[config.mk]
export PLATFORM = sky130hd
export DESIGN_NAME = sensor_report_table_unit_flat
export DESIGN_NICKNAME = d
export VERILOG_FILES = /design/src/sv/srt_pkg.sv /design/src/sv/srt_ifs.sv /design/src/sv/srt_table.sv /design/src/sv/srt_ctrl.sv /design/src/sv/sensor_report_table_unit.sv /design/src/flat_wrapper.sv
export SDC_FILE = /design/constraint.sdc
export NUM_CORES = 1
export LEC_CHECK = 0
export BUFFER_PORTS_ARGS = -buffer_cell sky130_fd_sc_hd__buf_4
export CORE_MARGIN = 5
export CORE_UTILIZATION = 25
export DETAILED_ROUTE_END_ITERATION = 8
export GPL_ROUTABILITY_DRIVEN = 1
export SYNTH_ARGS = -nofsm -noshare
export SYNTH_HDL_FRONTEND = slang
export SYNTH_HIERARCHICAL = 1
export SYNTH_SLANG_ARGS = --single-unit
[constraint.sdc]
create_clock -name clk -period 6 [get_ports clk]
set_clock_uncertainty 0.05 [all_clocks]
set_input_delay 1.2 -clock clk [delete_from_list [all_inputs] [get_ports clk]]
set_output_delay 1.2 -clock clk [all_outputs]
set_load 0.05 [all_outputs]
[src/sv/srt_pkg.sv]
// ----------------------------------------------------------------------------
// srt_pkg
// Types, sizes and level decoders shared by the sensor report table.
// ----------------------------------------------------------------------------
`default_nettype none

package srt_pkg;

    localparam int SLOT_COUNT  = 8;
    localparam int LEVEL_COUNT = 4;
    localparam int SLOT_W      = (SLOT_COUNT > 1) ? $clog2(SLOT_COUNT) : 1;

    localparam logic CMD_REPORT  = 1'b0;
    localparam logic CMD_SET_VIS = 1'b1;

    localparam logic [9:0] NO_SENSOR = 10'd1023;

    typedef struct packed {
        logic        command;
        logic [47:0] mac_address;
        logic [7:0]  msg_seq;
        logic [15:0] battery_mv;
        logic [9:0]  adc_one;
        logic [9:0]  adc_two;
        logic [9:0]  adc_three;
        logic [9:0]  adc_four;
        logic [7:0]  packet_size;
        logic [31:0] now_time;
        logic [2:0]  slot_select;
        logic        visible_value;
    } srt_report_t;

    typedef struct packed {
        logic [2:0]  slot;
        logic [1:0]  battery_level;
        logic [2:0]  water_one;
        logic [2:0]  water_two;
        logic [2:0]  water_three;
        logic [2:0]  water_four;
        logic [31:0] last_seen;
        logic [7:0]  stored_size;
        logic        visible;
    } srt_result_t;

    // One table entry as seen at the read port.
    typedef struct packed {
        logic [47:0] mac;
        logic [7:0]  id;
        logic [31:0] last_seen;
        logic [7:0]  size;
        logic        vis;
    } srt_entry_t;

    // Write request from the sequencer to the table.
    typedef struct packed {
        logic        en;
        logic        report;
        logic        touch;
        logic        vis;
        logic [47:0] mac;
        logic [7:0]  id;
        logic [7:0]  size;
        logic [31:0] stamp;
    } srt_wr_t;

    function automatic logic [1:0] battery_code(input logic [15:0] mv);
        logic [1:0] code;
        if (mv > 16'd3700)      code = 2'd3;
        else if (mv > 16'd3600) code = 2'd2;
        else if (mv > 16'd3400) code = 2'd1;
        else                    code = 2'd0;
        return code;
    endfunction

    function automatic logic [2:0] water_code(input logic [9:0] v);
        logic [2:0] code;
        if (v == NO_SENSOR)   code = 3'd0;
        else if (v > 10'd1000) code = 3'd1;
        else if (v > 10'd900)  code = 3'd2;
        else if (v > 10'd800)  code = 3'd3;
        else if (v > 10'd600)  code = 3'd4;
        else                   code = 3'd5;
        return code;
    endfunction

endpackage

`default_nettype wire

[src/sv/srt_ifs.sv]
// ----------------------------------------------------------------------------
// srt_ifs
// Valid/ready channels for report words and result words.
// ----------------------------------------------------------------------------
`default_nettype none

interface srt_report_if import srt_pkg::*; ();
    logic        valid;
    logic        ready;
    srt_report_t data;

    modport source (output valid, output data, input ready);
    modport sink   (input valid, input data, output ready);
endinterface

interface srt_result_if import srt_pkg::*; ();
    logic        valid;
    logic        ready;
    srt_result_t data;

    modport source (output valid, output data, input ready);
    modport sink   (input valid, input data, output ready);
endinterface

`default_nettype wire

[src/sv/srt_table.sv]
// ----------------------------------------------------------------------------
// srt_table
// Slot storage: one read port at the sequencer's pointer, one write port.
// ----------------------------------------------------------------------------
`default_nettype none

module srt_table
    import srt_pkg::*;
(
    input  wire logic              clk,
    input  wire logic              rst_n,
    input  wire logic [SLOT_W-1:0] addr,
    input  wire srt_wr_t           wr,
    output srt_entry_t             rd
);

    logic [47:0] mac_reg   [SLOT_COUNT];
    logic [7:0]  id_reg    [SLOT_COUNT];
    logic [31:0] seen_reg  [SLOT_COUNT];
    logic [7:0]  size_reg  [SLOT_COUNT];
    logic        vis_reg   [SLOT_COUNT];

    always_ff @(posedge clk or negedge rst_n)
    begin
        if (!rst_n)
        begin
            for (int i = 0; i < SLOT_COUNT; i++)
            begin
                mac_reg[i]  <= '0;
                id_reg[i]   <= '0;
                seen_reg[i] <= '0;
                size_reg[i] <= '0;
                vis_reg[i]  <= 1'b0;
            end
        end
        else if (wr.en)
        begin
            if (wr.report)
            begin
                mac_reg[addr]  <= wr.mac;
                id_reg[addr]   <= wr.id;
                size_reg[addr] <= wr.size;
                vis_reg[addr]  <= 1'b1;
                if (wr.touch)
                begin
                    seen_reg[addr] <= wr.stamp;
                end
            end
            else
            begin
                vis_reg[addr] <= wr.vis;
            end
        end
    end

    assign rd.mac       = mac_reg[addr];
    assign rd.id        = id_reg[addr];
    assign rd.last_seen = seen_reg[addr];
    assign rd.size      = size_reg[addr];
    assign rd.vis       = vis_reg[addr];

endmodule

`default_nettype wire

[src/sv/srt_ctrl.sv]
// ----------------------------------------------------------------------------
// srt_ctrl
// Sequencer: walks the slots with one MAC comparator for a report, then updates one slot.
// ----------------------------------------------------------------------------
`default_nettype none

module srt_ctrl
    import srt_pkg::*;
(
    input  wire logic              clk,
    input  wire logic              rst_n,
    input  wire logic              in_valid,
    output logic                   in_ready,
    input  wire srt_report_t       in_data,
    input  wire logic              res_free,
    output logic                   res_load,
    output srt_result_t            res_data,
    output logic [SLOT_W-1:0]      addr,
    output srt_wr_t                wr,
    input  wire srt_entry_t        rd
);

    localparam logic [1:0] ST_IDLE  = 2'd0;
    localparam logic [1:0] ST_SCAN  = 2'd1;
    localparam logic [1:0] ST_WRITE = 2'd2;

    localparam logic [SLOT_W-1:0] LAST_SLOT = SLOT_W'(SLOT_COUNT - 1);

    logic [1:0]        state_reg, state_next;
    logic [SLOT_W-1:0] ptr_reg, ptr_next;
    logic              free_found_reg, free_found_next;
    logic [SLOT_W-1:0] free_idx_reg, free_idx_next;
    logic              in_range_reg, in_range_next;
    srt_report_t       req_reg;

    logic mac_hit;
    logic slot_free;
    logic id_changed;
    logic accept;

    assign accept     = in_valid && in_ready;
    assign in_ready   = (state_reg == ST_IDLE);
    assign addr       = ptr_reg;
    assign mac_hit    = (rd.mac == req_reg.mac_address);
    assign slot_free  = (rd.mac[47:40] == 8'd0);
    assign id_changed = (rd.id != req_reg.msg_seq);

    always_ff @(posedge clk)
    begin
        if (accept)
        begin
            req_reg <= in_data;
        end
    end

    always_comb
    begin
        state_next      = state_reg;
        ptr_next        = ptr_reg;
        free_found_next = free_found_reg;
        free_idx_next   = free_idx_reg;
        in_range_next   = in_range_reg;
        res_load        = 1'b0;
        wr              = '0;
        res_data        = '0;

        unique case (state_reg)
            ST_IDLE:
            begin
                if (accept)
                begin
                    free_found_next = 1'b0;
                    if (in_data.command == CMD_REPORT)
                    begin
                        ptr_next      = '0;
                        in_range_next = 1'b1;
                        state_next    = ST_SCAN;
                    end
                    else
                    begin
                        ptr_next      = SLOT_W'(in_data.slot_select);
                        in_range_next = (int'(in_data.slot_select) < SLOT_COUNT);
                        state_next    = ST_WRITE;
                    end
                end
            end
            ST_SCAN:
            begin
                // Stop on the first matching MAC; otherwise remember the first free slot.
                if (mac_hit)
                begin
                    state_next = ST_WRITE;
                end
                else if (ptr_reg == LAST_SLOT)
                begin
                    if (free_found_reg)
                        ptr_next = free_idx_reg;
                    else if (slot_free)
                        ptr_next = ptr_reg;
                    else
                        ptr_next = '0;
                    state_next = ST_WRITE;
                end
                else
                begin
                    if (slot_free && !free_found_reg)
                    begin
                        free_found_next = 1'b1;
                        free_idx_next   = ptr_reg;
                    end
                    ptr_next = ptr_reg + 1'b1;
                end
            end
            ST_WRITE:
            begin
                // Hold until the result register can take the word.
                if (res_free)
                begin
                    res_load   = 1'b1;
                    state_next = ST_IDLE;
                    if (req_reg.command == CMD_REPORT)
                    begin
                        wr.en     = 1'b1;
                        wr.report = 1'b1;
                        wr.touch  = id_changed;
                        wr.mac    = req_reg.mac_address;
                        wr.id     = req_reg.msg_seq;
                        wr.size   = req_reg.packet_size;
                        wr.stamp  = req_reg.now_time;

                        res_data.slot          = 3'(ptr_reg);
                        res_data.battery_level = battery_code(req_reg.battery_mv);
                        res_data.water_one     = (LEVEL_COUNT > 0) ?
                                                 water_code(req_reg.adc_one) : 3'd0;
                        res_data.water_two     = (LEVEL_COUNT > 1) ?
                                                 water_code(req_reg.adc_two) : 3'd0;
                        res_data.water_three   = (LEVEL_COUNT > 2) ?
                                                 water_code(req_reg.adc_three) : 3'd0;
                        res_data.water_four    = (LEVEL_COUNT > 3) ?
                                                 water_code(req_reg.adc_four) : 3'd0;
                        res_data.last_seen     = id_changed ? req_reg.now_time
                                                            : rd.last_seen;
                        res_data.stored_size   = req_reg.packet_size;
                        res_data.visible       = 1'b1;
                    end
                    else
                    begin
                        res_data.slot = req_reg.slot_select;
                        if (in_range_reg)
                        begin
                            wr.en                = 1'b1;
                            wr.vis               = req_reg.visible_value;
                            res_data.last_seen   = rd.last_seen;
                            res_data.stored_size = rd.size;
                            res_data.visible     = req_reg.visible_value;
                        end
                    end
                end
            end
            default:
            begin
                state_next = ST_IDLE;
            end
        endcase
    end

    always_ff @(posedge clk or negedge rst_n)
    begin
        if (!rst_n)
        begin
            state_reg      <= ST_IDLE;
            ptr_reg        <= '0;
            free_found_reg <= 1'b0;
            free_idx_reg   <= '0;
            in_range_reg   <= 1'b0;
        end
        else
        begin
            state_reg      <= state_next;
            ptr_reg        <= ptr_next;
            free_found_reg <= free_found_next;
            free_idx_reg   <= free_idx_next;
            in_range_reg   <= in_range_next;
        end
    end

`ifndef NO_ASSERTIONS
    a_ptr_range: assert property (@(posedge clk) disable iff (!rst_n)
        int'(ptr_reg) < SLOT_COUNT)
        else $error("slot pointer out of range");

    a_report_starts_scan: assert property (@(posedge clk) disable iff (!rst_n)
        (accept && in_data.command == CMD_REPORT) |=>
            (state_reg == ST_SCAN && ptr_reg == '0 && !free_found_reg))
        else $error("report did not start the scan at slot 0");

    a_hit_holds_slot: assert property (@(posedge clk) disable iff (!rst_n)
        (state_reg == ST_SCAN && mac_hit) |=>
            (state_reg == ST_WRITE && $stable(ptr_reg)))
        else $error("MAC hit did not hold the matching slot");

    a_write_with_result: assert property (@(posedge clk) disable iff (!rst_n)
        wr.en |-> res_load)
        else $error("table write without a result word");
`endif

endmodule

`default_nettype wire

[src/sv/sensor_report_table_unit.sv]
// ----------------------------------------------------------------------------
// sensor_report_table_unit
// Sensor table keyed by MAC: report lookup/allocate and set-visible commands.
// ----------------------------------------------------------------------------
// The block keeps SLOT_COUNT sensor entries keyed by a 48-bit MAC. A report
// word walks the table one slot per clock through a single MAC comparator,
// stops on the first matching MAC, otherwise takes the first slot whose top
// MAC byte is zero, and overwrites slot 0 when the table is full. The slot is
// then written and a result word is built with the battery level and the
// four water levels. A report steps through accept, the comparator walk
// and the slot write; a set-visible word goes from accept straight to the
// slot write. The block takes one report word at a time; the result sits
// in an output register, so the next report word is accepted while the
// previous result waits, and the write step holds until that register is
// free. The table resets to all zeros (every slot free) at once, with no
// clearing pass.
// ----------------------------------------------------------------------------
`default_nettype none

module sensor_report_table_unit
    import srt_pkg::*;
(
    input  wire logic     clk,
    input  wire logic     rst_n,
    srt_report_if.sink    report,
    srt_result_if.source  result
);

    srt_wr_t           wr;
    srt_entry_t        rd;
    logic [SLOT_W-1:0] addr;
    logic              res_load;
    logic              res_free;
    srt_result_t       res_data;

    logic              res_valid_reg;
    srt_result_t       res_data_reg;

    // Output register is free when empty or being drained this cycle.
    assign res_free = !res_valid_reg || result.ready;

    srt_ctrl u_ctrl (
        .clk      (clk),
        .rst_n    (rst_n),
        .in_valid (report.valid),
        .in_ready (report.ready),
        .in_data  (report.data),
        .res_free (res_free),
        .res_load (res_load),
        .res_data (res_data),
        .addr     (addr),
        .wr       (wr),
        .rd       (rd)
    );

    srt_table u_table (
        .clk   (clk),
        .rst_n (rst_n),
        .addr  (addr),
        .wr    (wr),
        .rd    (rd)
    );

    // Hold the result word until taken; load a new one when free.
    always_ff @(posedge clk or negedge rst_n)
    begin
        if (!rst_n)
        begin
            res_valid_reg <= 1'b0;
        end
        else if (res_load)
        begin
            res_valid_reg <= 1'b1;
        end
        else if (result.ready)
        begin
            res_valid_reg <= 1'b0;
        end
    end

    always_ff @(posedge clk)
    begin
        if (res_load)
        begin
            res_data_reg <= res_data;
        end
    end

    assign result.valid = res_valid_reg;
    assign result.data  = res_data_reg;

`ifndef NO_ASSERTIONS
    a_load_only_when_free: assert property (@(posedge clk) disable iff (!rst_n)
        res_load |-> res_free)
        else $error("result word loaded over a pending word");

    a_load_shows_word: assert property (@(posedge clk) disable iff (!rst_n)
        res_load |=> (result.valid && result.data == $past(res_data)))
        else $error("loaded result word not presented");

    a_no_accept_while_busy: assert property (@(posedge clk) disable iff (!rst_n)
        res_load |-> !report.ready)
        else $error("report word taken during a slot write");
`endif

endmodule

`default_nettype wire

[src/flat_wrapper.sv]
// flat-port wrapper written by rule: the top's interface ports become plain ports
module sensor_report_table_unit_flat import srt_pkg::*;
  (clk, rst_n, report_valid, report_data, report_ready, result_valid, result_data, result_ready);
  srt_report_if report_i ();
  srt_result_if result_i ();
  input  wire logic clk;
  input  wire logic rst_n;
  input wire logic [$bits(report_i.valid)-1:0] report_valid;
  input wire logic [$bits(report_i.data)-1:0] report_data;
  output wire logic [$bits(report_i.ready)-1:0] report_ready;
  output wire logic [$bits(result_i.valid)-1:0] result_valid;
  output wire logic [$bits(result_i.data)-1:0] result_data;
  input wire logic [$bits(result_i.ready)-1:0] result_ready;
  assign report_i.valid = report_valid;
  assign report_i.data = report_data;
  assign report_ready = report_i.ready;
  assign result_valid = result_i.valid;
  assign result_data = result_i.data;
  assign result_i.ready = result_ready;
  sensor_report_table_unit u_core (.clk(clk), .rst_n(rst_n), .report(report_i), .result(result_i));
endmodule
==> flow_metrics.tcl <==
set metrics [dict create \
    viasPerCell 4.53 \
    rows 153 \
    path_class "reg2reg" \
    r2r_start "u_core/u_ctrl/addr[0]" \
    drive_gt1_frac 0.494 \
    power_frac_seq 0.444 \
    p_sw_frac 0.301 \
    postCtsHoldBufs 0 \
    path_delay_family "simple AND/OR/NAND/NOR gates" \
    holdCritStartpoint "u_core/u_ctrl/in_range_reg" \
    port_buffers 220 \
    cts_made_buffers 111 \
    cts_setup_buffers 0 \
    cts_buffer_depth 3 \
    yosysWarningCount 6 \
    wl_per_cell_microns 20.9 \
    finalSetupViolCount 0 \
    grt_pass1_wl_mm 169 \
    leakagePower_nw 23.0 \
    die-height_microns 429 \
    cts_htree_levels 3 \
    grt_start_max_net_pins 157 \
    worstPathCellList "buf_12 -> mux4_2 -> mux2_2 -> xor2_1 -> nor4_1 -> nand4_1 -> or4_1 -> nand3_1" \
    p_clk_frac 0.375 \
    coreArea_sq_mm 0.174 \
    cp_data_arrival_time_ps 5200 \
    path_buf_inv 1 \
    track_usage 0.119 \
    clock-root-buffer "clkbuf_16" \
    start_util 0.252 \
    nets 3059 \
    die_w_microns 429 \
    irDropWorstVdd_uv 339 \
    die_area_sq_mm 0.184 \
    synth.avg_cell_area_sq_um 16.5 \
    slowest_delay_ps 860 \
    p_int_mw 12.4 \
    finalMaxSlewViolations 0 \
    min_period_ps 4610 \
    io_pins 221 \
    worst_ep_required_time_ps 6600 \
    finalPower_mw 17.8 \
    slew_headroom 0.277 \
    synth_area_sq_mm 0.0439 \
    routed_wl_mm 111 \
    netlist_instances 2666 \
    insertion_delay_ps 730 \
    power.net_switching_mw 5.36 \
    crit_fanout 69 \
    postLayoutCellArea_sq_mm 0.0519 \
    slowest_stage "dfrtp_4" \
    r2r_end "u_core/u_ctrl/addr[0]" \
    largest_reg_flops 384 \
    crit_path_end_kind "flip-flop" \
    min_path_cells 2 \
    antenna_found_initial 11 \
    grt_pass1_vias 26100 \
    r2r_setup_slack_ps 1390 \
    placed_area_sq_mm 0.0483 \
    grt_overflow 0 \
    cp-start-kind "flip-flop" \
    antenna_left 0 \
    r2r_cells 8 \
    drtIter0Drc 1289 \
    combPwrFrac 0.181 \
    ctsResizeCount 0 \
    hp-class "reg2reg" \
    power_density_mw_per_mm2 343 \
    status "finished clean" \
    vias 24100 \
    min_to "u_core/u_ctrl/in_range_reg" \
    finalHoldViolCount 0 \
    gp_congestion 0.731 \
    drcViolationCount 0 \
    clk_pin_slew_ps 60 \
    clock-sinks 994 \
    dp_hpwl_mm 66.4 \
    dp_worst_setup_slack_ps 1430 \
    max_freq_mhz 217 \
    fin_tns_setup_ps 0 \
    maxCapViolCount 0 \
    setup_ws_ps 1390 \
    cts_tree "yes" \
    fin_crit_sh 0.768 \
    worstMarginPinSlew_ps 1080 \
    rsz0062_at_grt "no" \
    area_growth_pct 18.3 \
    firstDrtPassIters 5 \
    syn-num-nets 2829 \
]
## power by group through the flow
stage	logic, mW	clock network, mW	registers (mW)
5_1_grt	3.47	7.19	7.95
6_report	3.23	6.67	7.89
3_3_place_gp	3.30	0	8.04
4_1_cts	3.32	6.93	7.92
2_1_floorplan	2.10	0	7.96
3_5_place_dp	3.31	0	8.04
## per-layer routing
metal  vias up  wire, microns  GRT usage
met2       416          55100      0.202
met5         -              0          0
met3       181           4220     0.0206
li1      10600              -          -
met1     12900          48000      0.153
met4         0           3820     0.0434
## area by class of cell
type / instances / area (sq um)
Clock inverter: 27 / 267
Clock buffer: 179 / 3310
Tap cell: 2325 / 2910
Timing Repair Buffer: 272 / 2250
Fill cell: 17300 / 122000
Sequential cell: 994 / 26000
Antenna cell: 3 / 7.51
Multi-Input combinational cell: 1512 / 17200
Inverter: 5 / 30.0
## worst reg2reg max path, delay by kind of cell, from the launching register on
| kind | cells | cell delay [ps] |
|---|---|---|
| DFF | 1 | 860 |
| xor gates and xnor gates | 1 | 160 |
| and+or+nand+nor | 4 | 1970 |
| muxes | 2 | 980 |
| buffers and inverters | 1 | 520 |
## placed cells by master, fill, tap and decap left out, types with 9 or more instances in the layout
cell type	count
edfxtp_1	215
buf_12	16
o21ai_0	15
mux4_2	190
a22o_1	27
clkinv_2	10
dfrtp_1	776
a21oi_1	17
buf_4	255
a21o_1	15
nor2_4	16
and2_1	98
nand4_1	9
nand2_1	22
xor2_1	48
mux2_1	48
nor3_1	11
nand3_1	28
nor4_1	17
mux2_2	819
clkbuf_1	43
clkbuf_8	23
clkbuf_16	113
a31oi_1	9
nor2_1	22
## how the worst max path moves through the flow
stage / start / end / slack (ps) / cells past startpoint
6_report: u_core/u_ctrl/addr[0] / u_core/u_ctrl/addr[0] / 1390 / 8
5_1_grt: u_core/u_ctrl/addr[0] / u_core/u_ctrl/addr[0] / 1220 / 8
4_1_cts: u_core/u_ctrl/addr[0] / u_core/u_ctrl/addr[0] / 1410 / 8
3_5_place_dp: u_core/u_ctrl/addr[0] / u_core/u_ctrl/addr[0] / 1430 / 8
3_3_place_gp: result_ready / u_core/u_table/seen_reg[131] / 1470 / 10
2_1_floorplan: u_core/u_ctrl/state_reg[0] / u_core/u_ctrl/req_reg[0] / 890 / 4
## stage by stage
stage	util	hold slack, ps	instances
3_5_place_dp	0.277	404	5108
6_report	0.298	414	5317
5_1_grt	0.298	418	5315
4_1_cts	0.298	380	5314
3_3_place_gp	0.277	401	5108
2_1_floorplan	-	382	2666
No activity file was read; power rests on OpenSTA's default activity.
